--- src/sv/linear_sensor_readout_sequencer_macros.svh ---
// ---------------------------------------------------------------------------
// Assertion macros for the line-scan sensor readout sequencer.
// They expand to concurrent assertions in simulation and to nothing in
// synthesis.
// ---------------------------------------------------------------------------
`ifndef LINEAR_SENSOR_READOUT_SEQUENCER_MACROS_SVH
`define LINEAR_SENSOR_READOUT_SEQUENCER_MACROS_SVH

`ifndef SYNTHESIS

// The consequent must hold in the same cycle as the antecedent.
`define LSRS_ASSERT_SAME(label, clk, rst, ante, cons) \
   label: assert property (@(posedge clk) disable iff (rst) (ante) |-> (cons)) \
      else $error("lsrs assertion failed");

// The consequent must hold in the cycle after the antecedent.
`define LSRS_ASSERT_NEXT(label, clk, rst, ante, cons) \
   label: assert property (@(posedge clk) disable iff (rst) (ante) |=> (cons)) \
      else $error("lsrs assertion failed");

`else

`define LSRS_ASSERT_SAME(label, clk, rst, ante, cons)

`define LSRS_ASSERT_NEXT(label, clk, rst, ante, cons)

`endif

`endif

--- src/sv/lsrs_pkg.sv ---
// ---------------------------------------------------------------------------
// lsrs_pkg
// Types and constants shared by the readout sequencer modules.
// ---------------------------------------------------------------------------
package lsrs_pkg;

   // Frame phases, one-hot encoded.
   typedef enum logic [6:0] {
      PH_IDLE   = 7'b0000001,
      PH_PRE    = 7'b0000010,
      PH_STWAIT = 7'b0000100,
      PH_LEAD   = 7'b0001000,
      PH_INTEG  = 7'b0010000,
      PH_TAIL   = 7'b0100000,
      PH_READ   = 7'b1000000
   } phase_type;

   // Request kinds.
   localparam logic KIND_START = 1'b0;
   localparam logic KIND_TICK  = 1'b1;

   // Register indexes (word address bit).
   localparam logic REG_HALF_PERIOD = 1'b0;
   localparam logic REG_INTEGRATION = 1'b1;

   // Register reset values.
   localparam logic [7:0]  HALF_PERIOD_RESET = 8'd24;
   localparam logic [19:0] INTEGRATION_RESET = 20'd5000;

   // Clock counts of the fixed frame steps.
   localparam logic [19:0] CLOSE_CLOCKS  = 20'd48;
   localparam logic [19:0] SETTLE_CLOCKS = 20'd40;
   localparam logic [19:0] LEAD_CLOCKS   = 20'd3;
   localparam logic [19:0] TAIL_CLOCKS   = CLOSE_CLOCKS + SETTLE_CLOCKS;

   typedef struct packed {
      logic        kind;
      logic [11:0] video_sample;
   } req_type;

   typedef struct packed {
      logic        clock_level;
      logic        start_level;
      logic        pixel_valid;
      logic [8:0]  pixel_index;
      logic [11:0] pixel_value;
      logic        busy_res;
      logic        frame_done;
   } rsp_type;

   typedef struct packed {
      logic [7:0]  half_period_ticks;
      logic [19:0] integration_clocks;
   } cfg_type;

   typedef struct packed {
      phase_type   phase;
      logic [19:0] clocks_left;
      logic [7:0]  half_tick_count;
      logic        clock_out;
      logic        start_out;
      logic [8:0]  pixel_count;
   } seq_state_type;

endpackage

--- src/sv/lsrs_csr.sv ---
// ---------------------------------------------------------------------------
// lsrs_csr
// APB-style register block holding the half period and integration length.
// ---------------------------------------------------------------------------
module lsrs_csr import lsrs_pkg::*; (
   input  logic        clock,
   input  logic        reset,
   input  logic        psel,
   input  logic        penable,
   input  logic        pwrite,
   input  logic [2:0]  paddr,
   input  logic [31:0] pwdata,
   output logic [31:0] prdata,
   output logic        pready,
   output cfg_type     cfg
);

   logic    wr_en;
   cfg_type cfg_ff;

   assign pready = 1'b1;
   assign wr_en  = psel && penable && pwrite;

   // Register writes; the word address bit selects the register.
   always_ff @(posedge clock) begin
      if (reset) begin
         cfg_ff.half_period_ticks  <= HALF_PERIOD_RESET;
         cfg_ff.integration_clocks <= INTEGRATION_RESET;
      end else if (wr_en) begin
         case (paddr[2])
            REG_HALF_PERIOD: cfg_ff.half_period_ticks  <= pwdata[7:0];
            REG_INTEGRATION: cfg_ff.integration_clocks <= pwdata[19:0];
            default: ;
         endcase
      end
   end

   // Read data mux.
   always_comb begin
      case (paddr[2])
         REG_HALF_PERIOD: prdata = {24'd0, cfg_ff.half_period_ticks};
         REG_INTEGRATION: prdata = {12'd0, cfg_ff.integration_clocks};
         default:         prdata = '0;
      endcase
   end

   assign cfg = cfg_ff;

endmodule

--- src/sv/lsrs_step.sv ---
// ---------------------------------------------------------------------------
// lsrs_step
// Next-state and result logic of the frame sequencer for one request.
// ---------------------------------------------------------------------------
module lsrs_step import lsrs_pkg::*; #(
   parameter int NUM_PIXELS = 288
) (
   input  seq_state_type cur,
   input  req_type       item,
   input  cfg_type       cfg,
   output seq_state_type nxt,
   output rsp_type       rsp
);

   localparam logic [8:0] PIX_LIMIT = 9'(NUM_PIXELS);

   logic [7:0]    hp;
   logic [7:0]    htc_inc;
   logic [19:0]   cl_dec;
   logic [19:0]   integ_n;
   logic [8:0]    pc_inc;
   seq_state_type st;
   logic          got_valid;
   logic [8:0]    got_index;
   logic          got_done;

   // A half period of zero ticks behaves as one tick.
   assign hp      = (cfg.half_period_ticks == 8'd0) ? 8'd1 : cfg.half_period_ticks;
   assign htc_inc = cur.half_tick_count + 8'd1;
   assign cl_dec  = (cur.clocks_left != 20'd0) ? cur.clocks_left - 20'd1 : 20'd0;
   assign pc_inc  = cur.pixel_count + 9'd1;

   // Integration clocks exclude the closing clocks and saturate at zero.
   assign integ_n = (cfg.integration_clocks >= CLOSE_CLOCKS)
                    ? cfg.integration_clocks - CLOSE_CLOCKS : 20'd0;

   // Sequencer update.
   always_comb begin
      st        = cur;
      got_valid = 1'b0;
      got_index = 9'd0;
      got_done  = 1'b0;
      if (item.kind == KIND_START) begin
         // A start while a frame runs is ignored.
         if (cur.phase == PH_IDLE) begin
            st.phase           = PH_PRE;
            st.start_out       = 1'b0;
            st.half_tick_count = 8'd0;
            st.clocks_left     = 20'd1;
            st.clock_out       = 1'b1;
         end
      end else if (cur.phase != PH_IDLE) begin
         if (htc_inc < hp) begin
            st.half_tick_count = htc_inc;
         end else begin
            // End of a half period.
            st.half_tick_count = 8'd0;
            if (cur.phase == PH_STWAIT) begin
               st.phase       = PH_LEAD;
               st.clocks_left = LEAD_CLOCKS;
               st.clock_out   = 1'b1;
            end else if (cur.clock_out) begin
               st.clock_out = 1'b0;
            end else begin
               st.clocks_left = cl_dec;
               if (cl_dec != 20'd0) begin
                  st.clock_out = 1'b1;
               end else begin
                  case (cur.phase)
                     PH_PRE: begin
                        st.phase     = PH_STWAIT;
                        st.start_out = 1'b1;
                     end
                     PH_LEAD: begin
                        if (integ_n != 20'd0) begin
                           st.phase       = PH_INTEG;
                           st.clocks_left = integ_n;
                           st.clock_out   = 1'b1;
                        end else begin
                           st.start_out   = 1'b0;
                           st.phase       = PH_TAIL;
                           st.clocks_left = TAIL_CLOCKS;
                           st.clock_out   = 1'b1;
                        end
                     end
                     PH_INTEG: begin
                        st.start_out   = 1'b0;
                        st.phase       = PH_TAIL;
                        st.clocks_left = TAIL_CLOCKS;
                        st.clock_out   = 1'b1;
                     end
                     PH_TAIL: begin
                        // First pixel is sampled as its clock goes high.
                        st.phase       = PH_READ;
                        st.pixel_count = 9'd0;
                        got_valid      = 1'b1;
                        got_index      = 9'd0;
                        st.clocks_left = 20'd1;
                        st.clock_out   = 1'b1;
                     end
                     PH_READ: begin
                        st.pixel_count = pc_inc;
                        if (pc_inc >= PIX_LIMIT) begin
                           st.phase = PH_IDLE;
                           got_done = 1'b1;
                        end else begin
                           got_valid      = 1'b1;
                           got_index      = pc_inc;
                           st.clocks_left = 20'd1;
                           st.clock_out   = 1'b1;
                        end
                     end
                     default: begin
                        st.phase     = PH_IDLE;
                        st.clock_out = 1'b0;
                        st.start_out = 1'b0;
                     end
                  endcase
               end
            end
         end
      end
   end

   assign nxt = st;

   // Result fields reflect the pin levels after this request.
   always_comb begin
      rsp.clock_level = st.clock_out;
      rsp.start_level = st.start_out;
      rsp.pixel_valid = got_valid;
      rsp.pixel_index = got_index;
      rsp.pixel_value = got_valid ? item.video_sample : 12'd0;
      rsp.busy_res    = (st.phase != PH_IDLE);
      rsp.frame_done  = got_done;
   end

endmodule

--- src/sv/linear_sensor_readout_sequencer.sv ---
// ---------------------------------------------------------------------------
// linear_sensor_readout_sequencer
// Clock and start-pulse timing generator for a line-scan sensor with
// per-pixel video sample capture.
// ---------------------------------------------------------------------------
//
//   Channel   Direction  Handshake          Payload
//   req_      in         req_valid/ready    req_data  (kind, video_sample)
//   rsp_      out        rsp_valid/ready    rsp_data  (pins, pixel, status)
//   APB       in         psel/penable       half_period_ticks, integration
//
// Each request passes an input register, then the sequencer logic, then the
// result register. It takes one request per cycle while the result is not
// stalled, as the frame state is updated between those two registers.
// Reset is synchronous; it clears the frame state and loads register defaults.
// A stalled result holds the state and the input register; the input
// register still accepts one request while the result waits.
// ---------------------------------------------------------------------------
`include "linear_sensor_readout_sequencer_macros.svh"

module linear_sensor_readout_sequencer import lsrs_pkg::*; #(
   parameter int NUM_PIXELS = 288
) (
   input  logic        clock,
   input  logic        reset,
   input  logic        req_valid,
   output logic        req_ready,
   input  req_type     req_data,
   output logic        rsp_valid,
   input  logic        rsp_ready,
   output rsp_type     rsp_data,
   input  logic        psel,
   input  logic        penable,
   input  logic        pwrite,
   input  logic [2:0]  paddr,
   input  logic [31:0] pwdata,
   output logic [31:0] prdata,
   output logic        pready
);

   cfg_type       cfg;
   logic          in_valid_ff;
   req_type       in_data_ff;
   logic          advance;
   seq_state_type st_ff;
   seq_state_type st_in;
   logic          rsp_valid_ff;
   rsp_type       rsp_data_ff;
   rsp_type       rsp_data_in;

   // Configuration registers.
   lsrs_csr u_csr (
      .clock   (clock),
      .reset   (reset),
      .psel    (psel),
      .penable (penable),
      .pwrite  (pwrite),
      .paddr   (paddr),
      .pwdata  (pwdata),
      .prdata  (prdata),
      .pready  (pready),
      .cfg     (cfg)
   );

   // The held request moves on when the result register is free or drains.
   assign advance   = in_valid_ff && (!rsp_valid_ff || rsp_ready);
   assign req_ready = !in_valid_ff || advance;

   // Input register.
   always_ff @(posedge clock) begin
      if (reset) begin
         in_valid_ff <= 1'b0;
      end else if (req_ready) begin
         in_valid_ff <= req_valid;
      end
   end

   always_ff @(posedge clock) begin
      if (req_ready && req_valid) begin
         in_data_ff <= req_data;
      end
   end

   // Sequencer logic.
   lsrs_step #(
      .NUM_PIXELS (NUM_PIXELS)
   ) u_step (
      .cur  (st_ff),
      .item (in_data_ff),
      .cfg  (cfg),
      .nxt  (st_in),
      .rsp  (rsp_data_in)
   );

   // Frame state.
   always_ff @(posedge clock) begin
      if (reset) begin
         st_ff.phase           <= PH_IDLE;
         st_ff.clocks_left     <= 20'd0;
         st_ff.half_tick_count <= 8'd0;
         st_ff.clock_out       <= 1'b0;
         st_ff.start_out       <= 1'b0;
         st_ff.pixel_count     <= 9'd0;
      end else if (advance) begin
         st_ff <= st_in;
      end
   end

   // Result register.
   always_ff @(posedge clock) begin
      if (reset) begin
         rsp_valid_ff <= 1'b0;
      end else if (advance) begin
         rsp_valid_ff <= 1'b1;
      end else if (rsp_ready) begin
         rsp_valid_ff <= 1'b0;
      end
   end

   always_ff @(posedge clock) begin
      if (advance) begin
         rsp_data_ff <= rsp_data_in;
      end
   end

   assign rsp_valid = rsp_valid_ff;
   assign rsp_data  = rsp_data_ff;

   // Both pins are low whenever no frame runs.
   `LSRS_ASSERT_SAME(a_idle_pins_low, clock, reset, st_ff.phase == PH_IDLE, !st_ff.clock_out && !st_ff.start_out)

   // Start is high only from the start pulse through integration.
   `LSRS_ASSERT_SAME(a_start_window, clock, reset, st_ff.start_out, st_ff.phase == PH_STWAIT || st_ff.phase == PH_LEAD || st_ff.phase == PH_INTEG)

   // A start request taken while idle opens a frame with the clock high.
   `LSRS_ASSERT_NEXT(a_frame_open, clock, reset, advance && in_data_ff.kind == KIND_START && st_ff.phase == PH_IDLE, st_ff.phase == PH_PRE && st_ff.clock_out)

   // A captured pixel shown on the result belongs to the readout phase.
   `LSRS_ASSERT_SAME(a_pixel_in_read, clock, reset, rsp_valid_ff && rsp_data_ff.pixel_valid, st_ff.phase == PH_READ)

endmodule
--- config.mk ---
export PLATFORM = sky130hd
export DESIGN_NAME = linear_sensor_readout_sequencer
export DESIGN_NICKNAME = d
export VERILOG_FILES = /design/src/sv/lsrs_pkg.sv /design/src/sv/lsrs_csr.sv /design/src/sv/lsrs_step.sv /design/src/sv/linear_sensor_readout_sequencer.sv
export VERILOG_INCLUDE_DIRS = /design/src /design/src/sv
export SDC_FILE = /design/constraint.sdc
export NUM_CORES = 1
export LEC_CHECK = 0
export BUFFER_PORTS_ARGS = -buffer_cell sky130_fd_sc_hd__buf_4
export CORE_MARGIN = 1
export CORE_UTILIZATION = 41
export DETAILED_ROUTE_END_ITERATION = 8
export PLACE_DENSITY = 0.69
export REMOVE_ABC_BUFFERS = 1
export SLEW_MARGIN = 20
export SYNTH_ARGS = -nofsm -noshare
export SYNTH_HDL_FRONTEND = slang
export SYNTH_SLANG_ARGS = --single-unit
--- constraint.sdc ---
create_clock -name clock -period 10.8 [get_ports clock]
set_clock_uncertainty 0.15 [all_clocks]
set_input_delay 0.54 -clock clock [delete_from_list [all_inputs] [get_ports clock]]
set_output_delay 0.54 -clock clock [all_outputs]
set_load 0.02 [all_outputs]
==> run metrics, run 1 <==
status=finished clean; global placement routability congestion=about 0.87; Post-Route WL=approximately 16000 um; area added between synthesis and finish=20.9%; post-synthesis adder-cell area fraction=0.0280; leading register cell type out of synthesis=dfxtp_1; worst reg-to-reg setup slack=around 6.8 ns; height of the chip=between 100 and 150 um; library cell with the highest instance count after synthesis=nand2_1; Final Critical Period=a little over 4 ns; area leader, netlist=dfxtp_1; total placed instance area=between 7000 and 8000 um^2; via total after detailed routing=roughly 6.0k; top-level I/O count=between 100 and 150; WHS=0.147 ns; HP Class=input pin to flip-flop; Final Setup Violations=0; number of cells on the worst reg-to-reg path=13; pwr dens=about 150 nW/um^2; distinct cell type count after synthesis=~80; Core ar.=around 16000 um^2; net count of the finished layout=between 900 and 1k; Die X=approximately 130 um; detailed placement HPWL=around 11000 um; Layout fillers=1512; number of optimization iterations in the first detailed-route pass=5; upper clock frequency limit=248 MHz; count of buffers from port buffering=88; top cells by area in the synthesized netlist=dfxtp_1 23%, edfxtp_1 18%, nand2_1 5.7%; CP Capture Type=flip-flop; peak ir drop on the vdd network=approximately 0.13 mV; pin count of the biggest net entering global routing=between 60 and 70; required time at the endpoint of the critical path=approximately 11 ns; unrepaired setup endpoints after global routing=no; Simple-Gate Fraction of Synth Area=0.292; setup TNS=0 ns; H-Tree Depth=4; cell area after layout=~8100 um^2; share of the yosys chip area belonging to registers=0.402; number of diodes added for antenna fixing=0; post-synthesis sequential element count=about 120; static leakage=roughly 0.0031 uW; vias in the first global route=5326; Worst-path clk slew=0.06 ns; count of flip-flops with a built-in enable after synthesis=39; Synth Area in XOR/XNOR=0.0366; kind of launch point of the worst setup path=flip-flop; post-route fraction of the period consumed by the critical path=0.373; GRT Util Overall=0.199; DRC violations left=0; Worst-Margin Slew=between 0.8 and 0.9 ns; Pins Over Slew Limit=0; Hold Fails Final Rpt=0; max-slew headroom at the worst pin=0.409; Yosys top cell area share=0.227; TritonCTS sink count=115; wire length of the first global-routing pass=about 26000 um; Netlist Area Pre-Place=6690 um^2; antenna-violating nets left=0; Endpoint, Worst Hold=in_data_ff[12]; yosys warns=0; hold-fix buffers at CTS=0; fraction of the mapped netlist area in compound gates=0.170; Via-to-Cell Ratio=about 5.4; endpoint of the worst-slack reg-to-reg timing path=st_ff[31]; clock tree from TritonCTS=built; Detailed Route Iter0 Violations=~380; main combinational cell family by area after synthesis=simple AND/OR/NAND/NOR gates; post-cts sizing count=0; top cells by count, synth=101 x nand2_1, 96 x nor2_1, 76 x dfxtp_1; average cell area after synthesis=approximately 8.3 um^2; worst hold path cell count=1; grt total ovfl=0; library cell used as clock root buffer=clkbuf_16; cell count after synthesis=~800; Hold Crit Start=req_data[12]; cell row count=46; max-cap viol count=0; clock insertion delay at the later pin of the skew report=about 0.42 ns; maximum buffer depth of the clock tree=2; total clock buffers created by CTS=17; largest fanout of any net on the critical path=20; endpoint arrival time on the critical path=4.25 ns; asr flop ratio synth=0; mux cell area share after synthesis=0.0170; post-DR wirelength/cell=approximately 15 um; antenna violations before repair=0; reg-to-reg startpoint=st_ff[11]; fraction of final layout cells with drive strength greater than 1=0.170; initial cell density of the core=0.421; die area=16800 um^2; count of buffers added by post-CTS timing repair for setup=0; classification of the worst setup path=flip-flop to flip-flop
cell families (layout without fill, tap and decap cells):
| kind of cell | after synthesis | in the layout |
|---|---|---|
| adders and majority gates | 15 | 15 |
| muxes | 11 | 11 |
| buffers and inverters | 75 | 144 |
| other | 2 | 13 |
| xor gates and xnor gates | 28 | 28 |
| DFF | 115 | 115 |
| AOI/OAI and AO/OA | 178 | 178 |
| and+or+nand+nor | 380 | 380 |
power by group:
part | internal (uW) | switching [uW]
combinational | 30.2 | 48.0
clock | 436 | 214
sequential | 459 | 7.75
total | 925 | 269
worst max-delay path by stage:
stage                            to  slack, ns       from
final                     st_ff[31]       6.77  st_ff[11]
after CTS                 st_ff[31]       6.78  st_ff[11]
after detailed placement  st_ff[31]       6.80  st_ff[11]
after floorplan           st_ff[31]       6.84  rsp_ready
after global placement    st_ff[31]       6.87  st_ff[11]
after global routing      st_ff[31]       6.43  st_ff[11]
metal layers:
layer  global-route usage  up-vias  part of all wire
met5                    0        -                 0
li1                     -     3007                 -
met1                0.283     2723              0.47
met2                0.292      235              0.44
met3               0.0517       20             0.079
met4               0.0663        0             0.011
layout by cell type, fill, tap and decap left out, types with 20 or more instances in the layout:
| master | n |
|---|---|
| nand2_1 | 101 |
| nor2_1 | 96 |
| buf_4 | 91 |
| dfxtp_1 | 76 |
| o21ai_0 | 56 |
| a21oi_1 | 53 |
| edfxtp_1 | 39 |
| and2_1 | 30 |
| nor3_1 | 22 |
| nand3_1 | 22 |
| inv_1 | 20 |
state kept, by name, summed over array words and instances (netlist names):
signal       count
in_data_ff      13
rsp_valid        1
st_ff           46
rsp_data        26
u_csr.cfg       28
in_valid_ff      1
stage by stage:
stage	total power (uW)	util	cells	setup WS, ns
detailed placement	554	0.467	1068	6.80
finish	1190	0.509	1100	6.77
global route	1240	0.509	1100	6.43
global placement	553	0.467	1068	6.87
CTS	1200	0.509	1100	6.78
floorplan	516	-	761	6.84
area by class of cell:
class	count	area (um^2)	share of cell area
inverter	21	78.8	0.00974
tap	216	270	0.0334
clock buffer	18	429	0.0530
clock inverter	14	246	0.0305
multi-input combinational	625	3690	0.456
sequential	115	2690	0.333
timing repair buffer	91	683	0.0844
worst max-delay path, stage by stage, from the launching register on:
cell	delay, ns
dfxtp_1	0.41
and3_1	0.26
and3_1	0.26
nand3_1	0.11
xnor2_1	0.15
ha_1	0.31
nand4_1	0.12
a21oi_1	0.13
o41a_1	0.30
o2111ai_1	0.29
or3_1	0.68
or2_2	0.44
o32a_1	0.29
nand2_1	0.06
(Power assumes the default switching activity.)
==> run 2, diff against run 1 <==
--- a/config.mk
+++ b/config.mk
@@ -10,7 +10,7 @@
 export CORE_MARGIN = 1
 export CORE_UTILIZATION = 41
 export DETAILED_ROUTE_END_ITERATION = 8
-export PLACE_DENSITY = 0.69
+export PLACE_DENSITY = 0.72
 export REMOVE_ABC_BUFFERS = 1
 export SLEW_MARGIN = 20
 export SYNTH_ARGS = -nofsm -noshare
==> constraint.sdc (replaced) <==
create_clock -name clock -period 3.28 [get_ports clock]
set_clock_uncertainty 0.15 [all_clocks]
set_input_delay 0.164 -clock clock [delete_from_list [all_inputs] [get_ports clock]]
set_output_delay 0.164 -clock clock [all_outputs]
set_load 0.02 [all_outputs]
==> run 2 against run 1 <==
Net effect: the flow now finishes with violations (negative setup slack); global-route usage increased by 2.1 points; power grew to 3.2 times the previous value; via count rose by 10%; die area stayed put; non-clock buffer count up 124; critical path depth up 1; count of clock-buffer cells in the layout shrank 1.
==> run metrics, run 2 (synthesis results as in run 1) <==
status=finished with violations; violations in the final reports=negative setup slack; required time at the endpoint of the critical path=3.29 ns; endpoint arrival time on the critical path=between 3 and 4 ns; wire length of the first global-routing pass=between 20000 and 30000 um; max reg flops=46; switching component of the power=941 uW; switching part of the total power=0.247; initial cell density of the core=0.421; Pins Over Slew Limit=0; HP Class=input pin to flip-flop; height of the chip=roughly 130 um; GRT Util Overall=0.220; post-route fraction of the period consumed by the critical path=1.02; most used cells in the layout excluding fill and tap cells=176 x buf_4, 100 x nand2_1, 88 x nor2_1; Most flops, register=st_ff; detailed placement HPWL=roughly 12000 um; cell mode on critical path=and3_4; Hold Fails Final Rpt=0; kind of launch point of the worst setup path=flip-flop; clock insertion delay at the later pin of the skew report=approximately 0.42 ns; count of buffers from port buffering=88; Core ar.=15900 um^2; Post-Route WL=roughly 18000 um; leading cell type in the layout, fill and taps excluded=buf_4; Layout fillers=1339; antenna violations before repair=0; fraction of power consumed by combinational cells=0.086; largest fanout of any net on the critical path=4; net count of the finished layout=about 1.1k; via total after detailed routing=6588; number of optimization iterations in the first detailed-route pass=5; peak ir drop on the vdd network=0.448 mV; CP Capture Type=flip-flop; Detailed Route Iter0 Violations=between 400 and 500; Via-to-Cell Ratio=approximately 5.4; cell area after layout=approximately 9300 um^2; antenna-violating nets left=0; cell row count=46; library cell used as clock root buffer=clkbuf_16; total clock buffers created by CTS=17; cell-internal power=about 2900 uW; fraction of final layout cells with drive strength greater than 1=0.278; Clock power frac=0.512; classification of the worst setup path=flip-flop to flip-flop; Final Critical Period=about 3.3 ns; H-Tree Depth=4; clock tree from TritonCTS=built; Final Setup Violations=3; die area=between 15000 and 20000 um^2; pwr dens=around 400 nW/um^2; Worst-Margin Slew=around 0.9 ns; maximum buffer depth of the clock tree=2; cell type of the slowest stage on the worst timing path=or4_4; setup TNS=-0.104 ns; Worst-path clk slew=0.06 ns; Die X=130 um; grt total ovfl=0; Worst Slack Setup Final=-0.0603 ns; max-cap viol count=0; area added between synthesis and finish=39.5%; pin count of the biggest net entering global routing=67; sequential cell fraction of total power=0.402; stage delay of the slowest cell on the critical path=0.52 ns; top-level I/O count=roughly 120; max-slew headroom at the worst pin=0.386; critical path cell sequence=and3_4 -> and3_4 -> nand3_2 -> xnor2_1 -> ha_1 -> nand4_1 -> a21oi_1 -> o41a_1 -> nor2_4 -> or4_4 -> nor2_2 -> o221ai_1 -> nor4_2 -> o211ai_1; upper clock frequency limit=~300 MHz; total placed instance area=8020 um^2; unrepaired setup endpoints after global routing=yes; post-DR wirelength/cell=about 15 um; global placement routability congestion=0.941; number of diodes added for antenna fixing=0; TritonCTS sink count=roughly 120; DRC violations left=0; static leakage=between 0.003 and 0.004 uW; vias in the first global route=roughly 6.0k
run 2: cell types whose count changed in the layout (fill, tap and decap cells not counted), moves of 6 or more:
cell           before  now
o21ai_0            56   50
nor2_4              0    7
nor2_1             96   88
buf_4              91  176
o21ai_1             1    7
dlygate4sd3_1       0   36
run 2: critical path, delay by kind of cell, from the launching register on:
kind	cells	cell delay (ns)
AO/OA/AOI/OAI	4	0.61
XOR/XNOR	1	0.15
adder cells (fa/ha/maj)	1	0.30
flip-flops	1	0.34
AND/OR/NAND/NOR	8	1.52
run 2: per-layer routing:
| metal | up-vias | global-route usage | routed length (um) |
|---|---|---|---|
| li1 | 3250 | - | - |
| met1 | 3032 | 0.283 | 8180 |
| met2 | 276 | 0.363 | 8690 |
| met3 | 30 | 0.0484 | 1250 |
| met4 | 0 | 0.0800 | 305 |
| met5 | - | 0 | 0 |
run 2: final timing paths:
path                start             to  slack (ns)  cells after the start
max             st_ff[12]    rsp_data[1]       -0.06                     14
min                 reset  u_csr.cfg[25]        0.12                      2
max reg2reg     st_ff[12]    rsp_data[1]       -0.06                     14
min reg2reg  u_csr.cfg[5]   u_csr.cfg[5]        0.35                      2
run 2: what timing repair did:
action,in CTS,in global routing
gates resized for setup,27,39
hold buffers,36,0
endpoints found under the hold margin,43,0
cloned,0,1
setup buffers,2,7
pin swaps,8,15
endpoints found under the setup margin,50,63
run 2: final cells by class:
cell class                 instances  area (um^2)  share of cell area
clock buffer                      17          425              0.0456
sequential                       115         2700               0.289
timing repair buffer             215         1720               0.185
inverter                          21         78.8             0.00844
multi-input combinational        626         3950               0.423
tap                              216          270              0.0289
clock inverter                    15          196              0.0210
run 2: stage by stage:
step	total power, uW	setup slack, ns	hold WS [ns]	utilization	cells
6_report	3820	-0.0603	0.123	0.588	1225
2_1_floorplan	1700	-0.623	0.0831	-	761
5_1_grt	3930	-0.237	0.157	0.588	1225
4_1_cts	3830	-0.0606	0.112	0.574	1217
3_5_place_dp	1840	-0.202	0.194	0.505	1147
3_3_place_gp	1840	-0.0899	0.192	0.505	1147
run 2: power groups by stage:
stage                     logic, uW  clock network, uW  registers, uW
after floorplan                 119                  0           1580
after global placement          273                  0           1560
after detailed placement        275                  0           1560
after CTS                       315               1980           1530
after global routing            354               2040           1540
final                           327               1950           1530
